--- config.mk ---
export PLATFORM = sky130hd
export DESIGN_NAME = rms_over_window
export DESIGN_NICKNAME = d
export VERILOG_FILES = /design/src/rmsw_pkg.sv /design/src/rmsw_front.sv /design/src/rmsw_fifo.sv /design/src/rmsw_back.sv /design/src/rms_over_window.sv
export VERILOG_INCLUDE_DIRS = /design/src /design/src/src
export SDC_FILE = /design/constraint.sdc
export NUM_CORES = 1
export LEC_CHECK = 0
export ABC_AREA = 1
export BUFFER_PORTS_ARGS = -buffer_cell sky130_fd_sc_hd__clkbuf_2
export CAP_MARGIN = 5
export CORE_ASPECT_RATIO = 2
export CORE_MARGIN = 3
export CORE_UTILIZATION = 30
export CTS_BUF_LIST = sky130_fd_sc_hd__clkbuf_16
export CTS_CLUSTER_DIAMETER = 80
export DETAILED_ROUTE_END_ITERATION = 7
export PLACE_DENSITY = 0.55
export SETUP_SLACK_MARGIN = 0.5
export SLEW_MARGIN = 30
export SYNTH_ARGS = -nofsm -noshare
export SYNTH_HDL_FRONTEND = slang
export SYNTH_SLANG_ARGS = --single-unit
export TNS_END_PERCENT = 1
--- constraint.sdc ---
create_clock -name clk -period 6.19 [get_ports clk]
set_clock_uncertainty 0.15 [all_clocks]
set_input_delay 1.238 -clock clk [delete_from_list [all_inputs] [get_ports clk]]
set_output_delay 1.238 -clock clk [all_outputs]
set_load 0.01 [all_outputs]
--- src/rms_over_window_macros.svh ---
// assertion macros shared by the rms_over_window rtl
`ifndef RMS_OVER_WINDOW_MACROS_SVH
`define RMS_OVER_WINDOW_MACROS_SVH

`ifndef ASSERT_OFF
// property must hold at every clock edge out of reset
`define RMSW_ASSERT(lbl, clk, rstn, prop) \
  lbl: assert property (@(posedge clk) disable iff (!rstn) prop) \
    else $error("rmsw assertion failed");
// expression must never be true out of reset
`define RMSW_NEVER(lbl, clk, rstn, expr) \
  lbl: assert property (@(posedge clk) disable iff (!rstn) !(expr)) \
    else $error("rmsw forbidden condition seen");
`else
`define RMSW_ASSERT(lbl, clk, rstn, prop)
`define RMSW_NEVER(lbl, clk, rstn, expr)
`endif

`endif

--- src/rmsw_pkg.sv ---
// shared widths, constants and types of the rms window block
`default_nettype none

package rmsw_pkg;

  localparam int SAMPLE_W        = 16;
  localparam int RMS_W           = 16;
  localparam int CFG_W           = 7;
  localparam int SQ_W            = 2 * SAMPLE_W;
  localparam int MAX_SAMPLES_DEF = 64;
  localparam logic [CFG_W-1:0] CFG_RESET = 7'd40;

  // status of the queue between front and back
  typedef struct packed {
    logic full;
    logic empty;
  } q_stat_t;

endpackage

`default_nettype wire

--- src/rmsw_front.sv ---
// front end: sample acceptance, squaring, window accumulation and close detection
`default_nettype none
`include "rms_over_window_macros.svh"

module rmsw_front #(
  parameter int MAX_SAMPLES = rmsw_pkg::MAX_SAMPLES_DEF
) (
  input  wire logic                               clk,
  input  wire logic                               rst_n,
  input  wire logic                               cfg_we,
  input  wire logic [rmsw_pkg::CFG_W-1:0]         cfg_sample_count,
  input  wire logic                               in_valid,
  output logic                                    in_stall,
  input  wire logic [rmsw_pkg::SAMPLE_W-1:0]      in_sample_value,
  input  wire rmsw_pkg::q_stat_t                  q_stat,
  output logic                                    q_push,
  output logic [rmsw_pkg::SQ_W+$clog2(MAX_SAMPLES)+$clog2(MAX_SAMPLES+1)-1:0] q_data
);
  import rmsw_pkg::*;

  localparam int SUM_W = SQ_W + $clog2(MAX_SAMPLES);
  localparam int CNT_W = $clog2(MAX_SAMPLES + 1);
  localparam int CMP_W = (CNT_W > CFG_W) ? CNT_W : CFG_W;

  logic [CFG_W-1:0] cfg_r;
  logic             sq_vld_r;
  logic             sq_vld_nxt;
  logic [SQ_W-1:0]  sq_r;
  logic [SUM_W-1:0] sum_r;
  logic [SUM_W-1:0] sum_nxt;
  logic [CNT_W-1:0] cnt_r;
  logic [CNT_W-1:0] cnt_inc;
  logic [CMP_W-1:0] n_eff;
  logic [CMP_W-1:0] cfg_ext;
  logic             close;
  logic             accept;
  logic             adv;

  // effective window length: zero acts as one, clamp at the maximum
  always_comb begin
    cfg_ext = CMP_W'(cfg_r);
    if (cfg_r == '0) begin
      n_eff = CMP_W'(1);
    end else if (cfg_ext > CMP_W'(MAX_SAMPLES)) begin
      n_eff = CMP_W'(MAX_SAMPLES);
    end else begin
      n_eff = cfg_ext;
    end
  end

  assign sum_nxt    = sum_r + SUM_W'(sq_r);
  assign cnt_inc    = cnt_r + CNT_W'(1);
  assign close      = CMP_W'(cnt_inc) >= n_eff;
  assign in_stall   = sq_vld_r && close && q_stat.full;
  assign accept     = in_valid && !in_stall;
  assign adv        = sq_vld_r && !in_stall;
  assign sq_vld_nxt = accept || (sq_vld_r && in_stall);
  assign q_push     = adv && close;
  assign q_data     = {sum_nxt, cnt_inc};

  always_ff @(posedge clk) begin
    if (!rst_n) begin
      cfg_r    <= CFG_RESET;
      sq_vld_r <= 1'b0;
      sum_r    <= '0;
      cnt_r    <= '0;
    end else begin
      if (cfg_we) begin
        cfg_r <= cfg_sample_count;
      end
      sq_vld_r <= sq_vld_nxt;
      if (adv) begin
        sum_r <= close ? '0 : sum_nxt;
        cnt_r <= close ? '0 : cnt_inc;
      end
    end
  end

  // square registered straight off the input port
  always_ff @(posedge clk) begin
    if (accept) begin
      sq_r <= in_sample_value * in_sample_value;
    end
  end

  `RMSW_ASSERT(a_cnt_in_range, clk, rst_n, CMP_W'(cnt_r) < CMP_W'(MAX_SAMPLES))
  `RMSW_ASSERT(a_close_clears, clk, rst_n, q_push |=> (cnt_r == '0 && sum_r == '0))

endmodule

`default_nettype wire

--- src/rmsw_fifo.sv ---
// two-entry queue of closed windows between front and back
`default_nettype none
`include "rms_over_window_macros.svh"

module rmsw_fifo #(
  parameter int WIDTH = 8
) (
  input  wire logic             clk,
  input  wire logic             rst_n,
  input  wire logic             push,
  input  wire logic [WIDTH-1:0] push_data,
  input  wire logic             pop,
  output logic [WIDTH-1:0]      pop_data,
  output rmsw_pkg::q_stat_t     stat
);
  import rmsw_pkg::*;

  logic [WIDTH-1:0] ent_r [2];
  logic             wr_ptr_r;
  logic             rd_ptr_r;
  logic [1:0]       cnt_r;
  logic [1:0]       cnt_nxt;

  assign stat.full  = cnt_r == 2'd2;
  assign stat.empty = cnt_r == 2'd0;
  assign pop_data   = ent_r[rd_ptr_r];

  always_comb begin
    cnt_nxt = cnt_r;
    if (push && !pop) begin
      cnt_nxt = cnt_r + 2'd1;
    end else if (pop && !push) begin
      cnt_nxt = cnt_r - 2'd1;
    end
  end

  always_ff @(posedge clk) begin
    if (!rst_n) begin
      wr_ptr_r <= 1'b0;
      rd_ptr_r <= 1'b0;
      cnt_r    <= 2'd0;
    end else begin
      cnt_r <= cnt_nxt;
      if (push) begin
        wr_ptr_r <= ~wr_ptr_r;
      end
      if (pop) begin
        rd_ptr_r <= ~rd_ptr_r;
      end
    end
  end

  always_ff @(posedge clk) begin
    if (push) begin
      ent_r[wr_ptr_r] <= push_data;
    end
  end

  `RMSW_NEVER(a_no_push_full, clk, rst_n, push && stat.full)
  `RMSW_NEVER(a_no_pop_empty, clk, rst_n, pop && stat.empty)

endmodule

`default_nettype wire

--- src/rmsw_back.sv ---
// back end: iterative divide by sample count, bit-pair square root, output register
`default_nettype none
`include "rms_over_window_macros.svh"

module rmsw_back #(
  parameter int MAX_SAMPLES = rmsw_pkg::MAX_SAMPLES_DEF
) (
  input  wire logic                         clk,
  input  wire logic                         rst_n,
  input  wire rmsw_pkg::q_stat_t            q_stat,
  input  wire logic [rmsw_pkg::SQ_W+$clog2(MAX_SAMPLES)+$clog2(MAX_SAMPLES+1)-1:0] q_data,
  output logic                              q_pop,
  output logic                              out_valid,
  input  wire logic                         out_stall,
  output logic [rmsw_pkg::RMS_W-1:0]        out_rms_value
);
  import rmsw_pkg::*;

  localparam int SUM_W  = SQ_W + $clog2(MAX_SAMPLES);
  localparam int CNT_W  = $clog2(MAX_SAMPLES + 1);
  localparam int STEP_W = $clog2(SUM_W);
  localparam int REM_W  = RMS_W + 1;
  localparam int TRY_W  = RMS_W + 3;

  typedef enum logic [3:0] {
    ST_IDLE = 4'b0001,
    ST_DIV  = 4'b0010,
    ST_SQRT = 4'b0100,
    ST_PUSH = 4'b1000
  } state_t;

  state_t            state_r;
  state_t            state_nxt;
  logic [STEP_W-1:0] step_r;
  logic [SUM_W-1:0]  q_r;
  logic [SUM_W-1:0]  q_nxt;
  logic [CNT_W-1:0]  div_r;
  logic [CNT_W-1:0]  drem_r;
  logic [CNT_W-1:0]  drem_nxt;
  logic [CNT_W:0]    d_try;
  logic [CNT_W:0]    d_sub;
  logic              d_ge;
  logic [SQ_W-1:0]   v_r;
  logic [REM_W-1:0]  srem_r;
  logic [REM_W-1:0]  srem_nxt;
  logic [RMS_W-1:0]  root_r;
  logic [RMS_W-1:0]  root_nxt;
  logic [TRY_W-1:0]  s_try;
  logic [TRY_W-1:0]  s_trial;
  logic [TRY_W-1:0]  s_sub;
  logic              s_ge;
  logic              out_vld_r;
  logic [RMS_W-1:0]  out_r;
  logic              out_load;

  // one quotient bit per cycle, msb first
  always_comb begin
    d_try    = {drem_r, q_r[SUM_W-1]};
    d_sub    = d_try - {1'b0, div_r};
    d_ge     = d_try >= {1'b0, div_r};
    drem_nxt = d_ge ? d_sub[CNT_W-1:0] : d_try[CNT_W-1:0];
    q_nxt    = {q_r[SUM_W-2:0], d_ge};
  end

  // one root bit per cycle from the next bit pair of the mean
  always_comb begin
    s_try    = {srem_r, v_r[SQ_W-1 -: 2]};
    s_trial  = {1'b0, root_r, 2'b01};
    s_sub    = s_try - s_trial;
    s_ge     = s_try >= s_trial;
    srem_nxt = s_ge ? s_sub[REM_W-1:0] : s_try[REM_W-1:0];
    root_nxt = {root_r[RMS_W-2:0], s_ge};
  end

  assign out_load = (state_r == ST_PUSH) && (!out_vld_r || !out_stall);
  assign q_pop    = (state_r == ST_IDLE) && !q_stat.empty;

  always_comb begin
    state_nxt = state_r;
    case (state_r)
      ST_IDLE: begin
        if (!q_stat.empty) begin
          state_nxt = ST_DIV;
        end
      end
      ST_DIV: begin
        if (step_r == '0) begin
          state_nxt = ST_SQRT;
        end
      end
      ST_SQRT: begin
        if (step_r == '0) begin
          state_nxt = ST_PUSH;
        end
      end
      ST_PUSH: begin
        if (out_load) begin
          state_nxt = ST_IDLE;
        end
      end
      default: state_nxt = ST_IDLE;
    endcase
  end

  always_ff @(posedge clk) begin
    if (!rst_n) begin
      state_r   <= ST_IDLE;
      out_vld_r <= 1'b0;
    end else begin
      state_r <= state_nxt;
      if (out_load) begin
        out_vld_r <= 1'b1;
      end else if (!out_stall) begin
        out_vld_r <= 1'b0;
      end
    end
  end

  always_ff @(posedge clk) begin
    case (state_r)
      ST_IDLE: begin
        {q_r, div_r} <= q_data;
        drem_r       <= '0;
        step_r       <= STEP_W'(SUM_W - 1);
      end
      ST_DIV: begin
        q_r    <= q_nxt;
        drem_r <= drem_nxt;
        if (step_r == '0) begin
          // mean of squares never exceeds one full-scale square
          v_r    <= q_nxt[SQ_W-1:0];
          srem_r <= '0;
          root_r <= '0;
          step_r <= STEP_W'(RMS_W - 1);
        end else begin
          step_r <= step_r - STEP_W'(1);
        end
      end
      ST_SQRT: begin
        v_r    <= {v_r[SQ_W-3:0], 2'b00};
        srem_r <= srem_nxt;
        root_r <= root_nxt;
        step_r <= step_r - STEP_W'(1);
      end
      default: begin
        step_r <= step_r;
      end
    endcase
    if (out_load) begin
      out_r <= root_r;
    end
  end

  assign out_valid     = out_vld_r;
  assign out_rms_value = out_r;

  `RMSW_ASSERT(a_div_nonzero, clk, rst_n, (state_r == ST_DIV) |-> (div_r != '0))
  `RMSW_ASSERT(a_pop_starts_div, clk, rst_n, q_pop |=> (state_r == ST_DIV))

endmodule

`default_nettype wire

--- src/rms_over_window.sv ---
// top level of the windowed integer rms block
`default_nettype none

// flow: a closing sample is squared into a register and then pushed into the window queue,
//   then its window runs through the divider, the square root and the output register
// throughput: one sample per cycle at the input unless a closing window finds the queue full;
//   the bit-serial divider and square root unit finish one window before taking the next
// reset: synchronous active-low rst_n clears sum, count, queue and output valid,
//   and loads a window length of 40 samples

module rms_over_window #(
  parameter int MAX_SAMPLES = rmsw_pkg::MAX_SAMPLES_DEF
) (
  input  wire logic                          clk,
  input  wire logic                          rst_n,
  input  wire logic                          cfg_we,
  input  wire logic [rmsw_pkg::CFG_W-1:0]    cfg_sample_count,
  input  wire logic                          in_valid,
  output logic                               in_stall,
  input  wire logic [rmsw_pkg::SAMPLE_W-1:0] in_sample_value,
  output logic                               out_valid,
  input  wire logic                          out_stall,
  output logic [rmsw_pkg::RMS_W-1:0]         out_rms_value
);
  import rmsw_pkg::*;

  // one queue entry carries the window sum and the samples actually taken
  localparam int SUM_W = SQ_W + $clog2(MAX_SAMPLES);
  localparam int CNT_W = $clog2(MAX_SAMPLES + 1);
  localparam int ENT_W = SUM_W + CNT_W;

  q_stat_t          q_stat;
  logic             q_push;
  logic             q_pop;
  logic [ENT_W-1:0] q_wdata;
  logic [ENT_W-1:0] q_rdata;

  // front: takes a transfer every cycle unless a closing window finds the queue full
  rmsw_front #(
    .MAX_SAMPLES (MAX_SAMPLES)
  ) u_front (
    .clk              (clk),
    .rst_n            (rst_n),
    .cfg_we           (cfg_we),
    .cfg_sample_count (cfg_sample_count),
    .in_valid         (in_valid),
    .in_stall         (in_stall),
    .in_sample_value  (in_sample_value),
    .q_stat           (q_stat),
    .q_push           (q_push),
    .q_data           (q_wdata)
  );

  // queue decouples the accumulator from the slow divide and root
  rmsw_fifo #(
    .WIDTH (ENT_W)
  ) u_fifo (
    .clk       (clk),
    .rst_n     (rst_n),
    .push      (q_push),
    .push_data (q_wdata),
    .pop       (q_pop),
    .pop_data  (q_rdata),
    .stat      (q_stat)
  );

  // back: truncating divide, floor root, result held in the output register
  rmsw_back #(
    .MAX_SAMPLES (MAX_SAMPLES)
  ) u_back (
    .clk           (clk),
    .rst_n         (rst_n),
    .q_stat        (q_stat),
    .q_data        (q_rdata),
    .q_pop         (q_pop),
    .out_valid     (out_valid),
    .out_stall     (out_stall),
    .out_rms_value (out_rms_value)
  );

endmodule

`default_nettype wire
==> reports/qor_table.md <==
| Step | Metric | This run |
|---|---|---|
| die | DIE HEIGHT | 404 um |
| placement | Port Buffer Count | 45 |
| layout | Final design instance area without fill | 27900 um^2 |
| yosys | Seq/Total Area, Yosys | 0.383 |
| timing | Hold slack final | 0.295 ns |
| worst setup path | R2r startpoint | u_front.cnt_r[0]$_SDFFE_PN0P_ |
| timing | Final count of pins violating max slew | 0 |
| worst setup path | Critical Path, Cell by Cell | clkbuf_8 > buf_12 > nand2_1 > inv_1 > fa_1 > inv_1 > fa_1 > inv_1 > fa_1 > fa_2 > fa_1 > inv_1 > fa_1 > inv_2 > ha_4 > nand2_1 > inv_2 > nand3_2 > nor2_4 > nand4_1 > nand3_4 > a21oi_2 > xor2_1 |
| grt | Global route overflow | 0 |
| placement | Placed cells | 3848 |
| clock tree | CTS tree | yes |
| die | Die footprint | 82600 um^2 |
| worst setup path | Largest driver fanout on the critical path | 6 |
| worst setup path | Critical path buffer and inverter count | 8 |
| yosys | Net count of the mapped netlist | 3047 |
| clock tree | Num CTS Buffers | 29 |
| routing | Routed WL | 54200 um |
| die | Placement Rows | 145 |
| yosys | EDFF count, synth | 260 |
| clock tree | Total number of clock tree sinks | 323 |
| timing | Highest Clock Rate | 0.168 GHz |
| layout | Fraction of layout instances using a drive strength above 1 | 0.154 |
| routing | Via total after detailed routing | 17500 |
| routing | DR DRC count | 0 |
| hold path | Worst min-delay path endpoint | u_back.out_rms_value[15]$_DFFE_PP_ |
| yosys | Mean Syn Cell Area | 8.82 um^2 |
| routing | Number of iterations in the first detailed-routing pass | 5 |
| clock tree | CTS clock-pin slew for the worst setup and hold paths | 0.08 ns |
| worst setup path | Library cell appearing most often on the critical path | sky130_fd_sc_hd__fa_1 |
| power | Leakage power figure | 13.2 nW |
| timing | Tmin final | 5.94 ns |
| timing | Post-Route Setup TNS | 0 ns |
| layout | Final cell count without fillers | 3910 |
| clock tree | Clock Tree Root | sky130_fd_sc_hd__clkbuf_16 |
| layout | Area Growth Syn to Fin | 17.7% |
| timing | Final Hold Vio Count | 0 |
| timing | RSZ-0062 raised after global routing | true |
| power | Areal power density over the cells | 600 nW/um^2 |
| hold path | Cell count of the worst hold path | 0 |
| routing | Via density | 4.48 |
| worst setup path | Reg-to-reg setup timing slack | 2.43 ns |
| flow run | Max-capacitance violation count | 0 |
| grt | Maximum number of pins on one net before global-route repair | 83 |
| placement | Dpl cell area | 26500 um^2 |
| grt | Global-route wire length before repair | 90400 um |
| routing | Routed wire length per instance | 13.9 um |
| yosys | Synthesis-stage register bit count | 323 |
| worst setup path | Worst setup path class | input pin to flop |
| clock tree | Number of hold buffers added after CTS | 0 |
| worst setup path | Crit. End Element | flop |
| routing | Number of violations reported at the end of detailed-routing iteration 0 | 540 |
| die | DIE WIDTH | 205 um |
| clock tree | Deepest clock path buffer count | 3 |
| placement | Placer Congestion | 0.903 |
| timing | Max-slew headroom at the worst pin | 0.385 |
| timing | Portion of the clock cycle consumed by the worst path in the final layout | 0.960 |
| hold path | Worst hold path startpoint | u_back.root_r[15]$_SDFFCE_PN0P_ |
| worst setup path | Crit-path leading delay family | adder cells |
| die | Core Area | 78200 um^2 |
| worst setup path | R2R Path End | u_fifo.ent_r[0][15]$_DFFE_PP_ |
| worst setup path | Largest stage delay, worst path | 0.53 ns |
| layout | Number of nets in the final layout | 3219 |
| timing | Number of endpoints failing setup at the final stage | 0 |
| worst setup path | Crit-path slowest cell | sky130_fd_sc_hd__fa_1 |
| timing | Actual transition at the worst max-transition pin | 0.919 ns |
| layout | Number of inserted diodes | 0 |
| status | Outcome | complete, no violations |
| grt | Number of antenna violations at the first check in global routing | 0 |
| clock tree | CTS H-tree lvls | 1 |
| yosys | Primary FF master, synth | sky130_fd_sc_hd__edfxtp_1 |
| worst setup path | Kind of start point of the critical path | input pin |
| grt | Number of global-route vias before repair | 18900 |
| yosys | Share of async-settable or async-resettable flops after synthesis | 0 |
| yosys | Area of the mapped netlist | 23700 um^2 |
| grt | Global-route total usage across every layer | 0.135 |
| worst setup path | Reg2Reg Depth | 13 |
| die | Initial Util | 0.303 |
| placement | Half-perimeter wire length after placement | 44500 um |
| yosys | Number of cells produced by synthesis | 2686 |
| hold path | Worst min-delay path class | flop to flop |
| yosys | Total of warnings raised by yosys | 0 |
| clock tree | Insertion delay of the later-clocked pin in the worst-skew pair | 0.58 ns |
| worst setup path | CP Data Required Time | 6.36 ns |
| worst setup path | Arr. time, crit path | 6.11 ns |
| yosys | Distinct cell type count after synthesis | 46 |
| routing | Number of nets with antenna violations after routing | 0 |
| layout | # fillers | 8087 |
| power | VDD IR-drop max | 0.000552 V |
| die | I/O pin cnt | 46 |
report_power, final:
part	leakage, nW	switching (mW)	internal, mW
Combinational	9.78	6.27	5.14
Sequential	2.93	0.149	3.32
Clock	0.497	0.851	1.00
Total	13.2	7.27	9.46
flip-flops by register name, summed over array words and instances, names as in the netlist, 16 cells and up, named ones only:
name	flops
u_fifo.ent_r	90
u_back.q_r	38
u_front.sum_r	38
u_back.v_r	32
u_front.sq_r	31
u_back.srem_r	17
u_back.out_rms_value	16
u_back.root_r	16
worst max-delay path by stage:
stage	startpoint	endpoint	slack, ns	cells past startpoint
3_3_place_gp	in_sample_value[9]	u_front.sq_r[20]$_DFFE_PP_	-0.65	25
4_1_cts	in_sample_value[5]	u_front.sq_r[31]$_DFFE_PP_	0.29	23
5_1_grt	in_sample_value[7]	u_front.sq_r[27]$_DFFE_PP_	0.09	23
2_1_floorplan	in_sample_value[10]	u_front.sq_r[30]$_DFFE_PP_	-0.002	25
6_report	in_sample_value[5]	u_front.sq_r[31]$_DFFE_PP_	0.25	23
3_5_place_dp	in_sample_value[12]	u_front.sq_r[31]$_DFFE_PP_	-0.66	22
worst register-to-register path, delay by kind of cell (launching register included):
kind | cells | cell delay (ns)
AOI/OAI and AO/OA | 3 | 0.48
xor gates and xnor gates | 1 | 0.30
adders and majority gates | 2 | 0.54
DFF | 1 | 0.43
buffers and inverters | 2 | 0.47
and+or+nand+nor | 5 | 1.09
cell type report:
class	count	area (um^2)	share of cell area
clock buffer	29	726	0.0260
clock inverter	25	239	0.00857
inverter	548	2060	0.0738
multi-input combinational	1738	12800	0.458
sequential	323	9070	0.325
tap	1029	1290	0.0461
timing repair buffer	218	1740	0.0622
stage by stage:
step | power [mW] | util | setup WS [ns]
5_1_grt | 18.2 | 0.357 | 0.0870
3_5_place_dp | 14.0 | 0.338 | -0.660
3_3_place_gp | 14.0 | 0.338 | -0.646
6_report | 16.7 | 0.357 | 0.247
2_1_floorplan | 10.2 | - | -0.00208
4_1_cts | 16.8 | 0.355 | 0.286
repair_timing:
action | 4_1_cts | 5_1_grt
endpoints found under the setup margin | 20 | 21
setup buffers | 6 | 2
pin swaps | 41 | 24
gates resized for setup | 73 | 39
hold endpoints to repair | 0 | 0
cloned | 0 | 0
cell families (layout without fill, tap and decap cells):
family          count (synthesis)  count (layout)  share of synthesized area
compound gates                360             360                     0.0839
xor+xnor                       80              80                     0.0311
fa+ha+maj                     333             333                      0.228
buf+inv                       625             820                      0.101
flops                         323             323                      0.383
mux                             9               9                    0.00422
simple gates                  956             956                      0.169
routing by layer:
| layer | routed length, um | track usage |
|---|---|---|
| met1 | 17600 | 0.117 |
| met3 | 990 | 0.00999 |
| met2 | 32600 | 0.292 |
| met4 | 2930 | 0.0677 |
| met5 | 0 | 0 |
cell usage in the layout, fill, tap and decap left out, types with 5 or more instances in the layout:
cell,netlist,final
sky130_fd_sc_hd__nand2_1,614,580
sky130_fd_sc_hd__inv_1,543,529
sky130_fd_sc_hd__edfxtp_1,260,260
sky130_fd_sc_hd__buf_4,5,163
sky130_fd_sc_hd__fa_1,165,159
sky130_fd_sc_hd__nor2_1,167,154
sky130_fd_sc_hd__ha_1,168,153
sky130_fd_sc_hd__a21oi_1,152,136
sky130_fd_sc_hd__o21ai_0,135,130
sky130_fd_sc_hd__nand3_1,70,67
sky130_fd_sc_hd__dfxtp_1,63,62
sky130_fd_sc_hd__xor2_1,55,55
sky130_fd_sc_hd__nand2_2,14,39
sky130_fd_sc_hd__clkbuf_2,0,33
sky130_fd_sc_hd__o211ai_1,32,32
sky130_fd_sc_hd__clkbuf_16,0,30
sky130_fd_sc_hd__inv_2,5,21
sky130_fd_sc_hd__and2_1,20,20
sky130_fd_sc_hd__xnor2_1,20,19
sky130_fd_sc_hd__a21oi_2,3,18
sky130_fd_sc_hd__nor3_1,18,17
sky130_fd_sc_hd__ha_4,0,15
sky130_fd_sc_hd__nor2_2,5,12
sky130_fd_sc_hd__nand4_1,11,11
sky130_fd_sc_hd__nand2_4,2,11
sky130_fd_sc_hd__o21ai_1,7,11
sky130_fd_sc_hd__o21bai_1,11,10
sky130_fd_sc_hd__nor2_4,4,10
sky130_fd_sc_hd__nand3_2,9,10
sky130_fd_sc_hd__nand3b_1,8,8
sky130_fd_sc_hd__mux2_2,8,8
sky130_fd_sc_hd__a21o_1,7,7
sky130_fd_sc_hd__clkinv_2,0,7
sky130_fd_sc_hd__buf_12,0,7
sky130_fd_sc_hd__fa_2,0,6
sky130_fd_sc_hd__nor4_1,5,5
sky130_fd_sc_hd__or2_2,5,5
sky130_fd_sc_hd__xor2_2,5,5
sky130_fd_sc_hd__inv_6,0,5
synthesized netlist by cell type (18+ instances only):
cell,count,area share
sky130_fd_sc_hd__nand2_1,614,0.097
sky130_fd_sc_hd__inv_1,543,0.086
sky130_fd_sc_hd__edfxtp_1,260,0.33
sky130_fd_sc_hd__ha_1,168,0.089
sky130_fd_sc_hd__nor2_1,167,0.026
sky130_fd_sc_hd__fa_1,165,0.14
sky130_fd_sc_hd__a21oi_1,152,0.032
sky130_fd_sc_hd__o21ai_0,135,0.029
sky130_fd_sc_hd__nand3_1,70,0.015
sky130_fd_sc_hd__dfxtp_1,63,0.053
sky130_fd_sc_hd__clkbuf_1,56,0.0089
sky130_fd_sc_hd__xor2_1,55,0.020
sky130_fd_sc_hd__o211ai_1,32,0.010
sky130_fd_sc_hd__and2_1,20,0.0053
sky130_fd_sc_hd__xnor2_1,20,0.0074
sky130_fd_sc_hd__nor3_1,18,0.0038
Note: power is estimated with default switching activity, not from simulation.
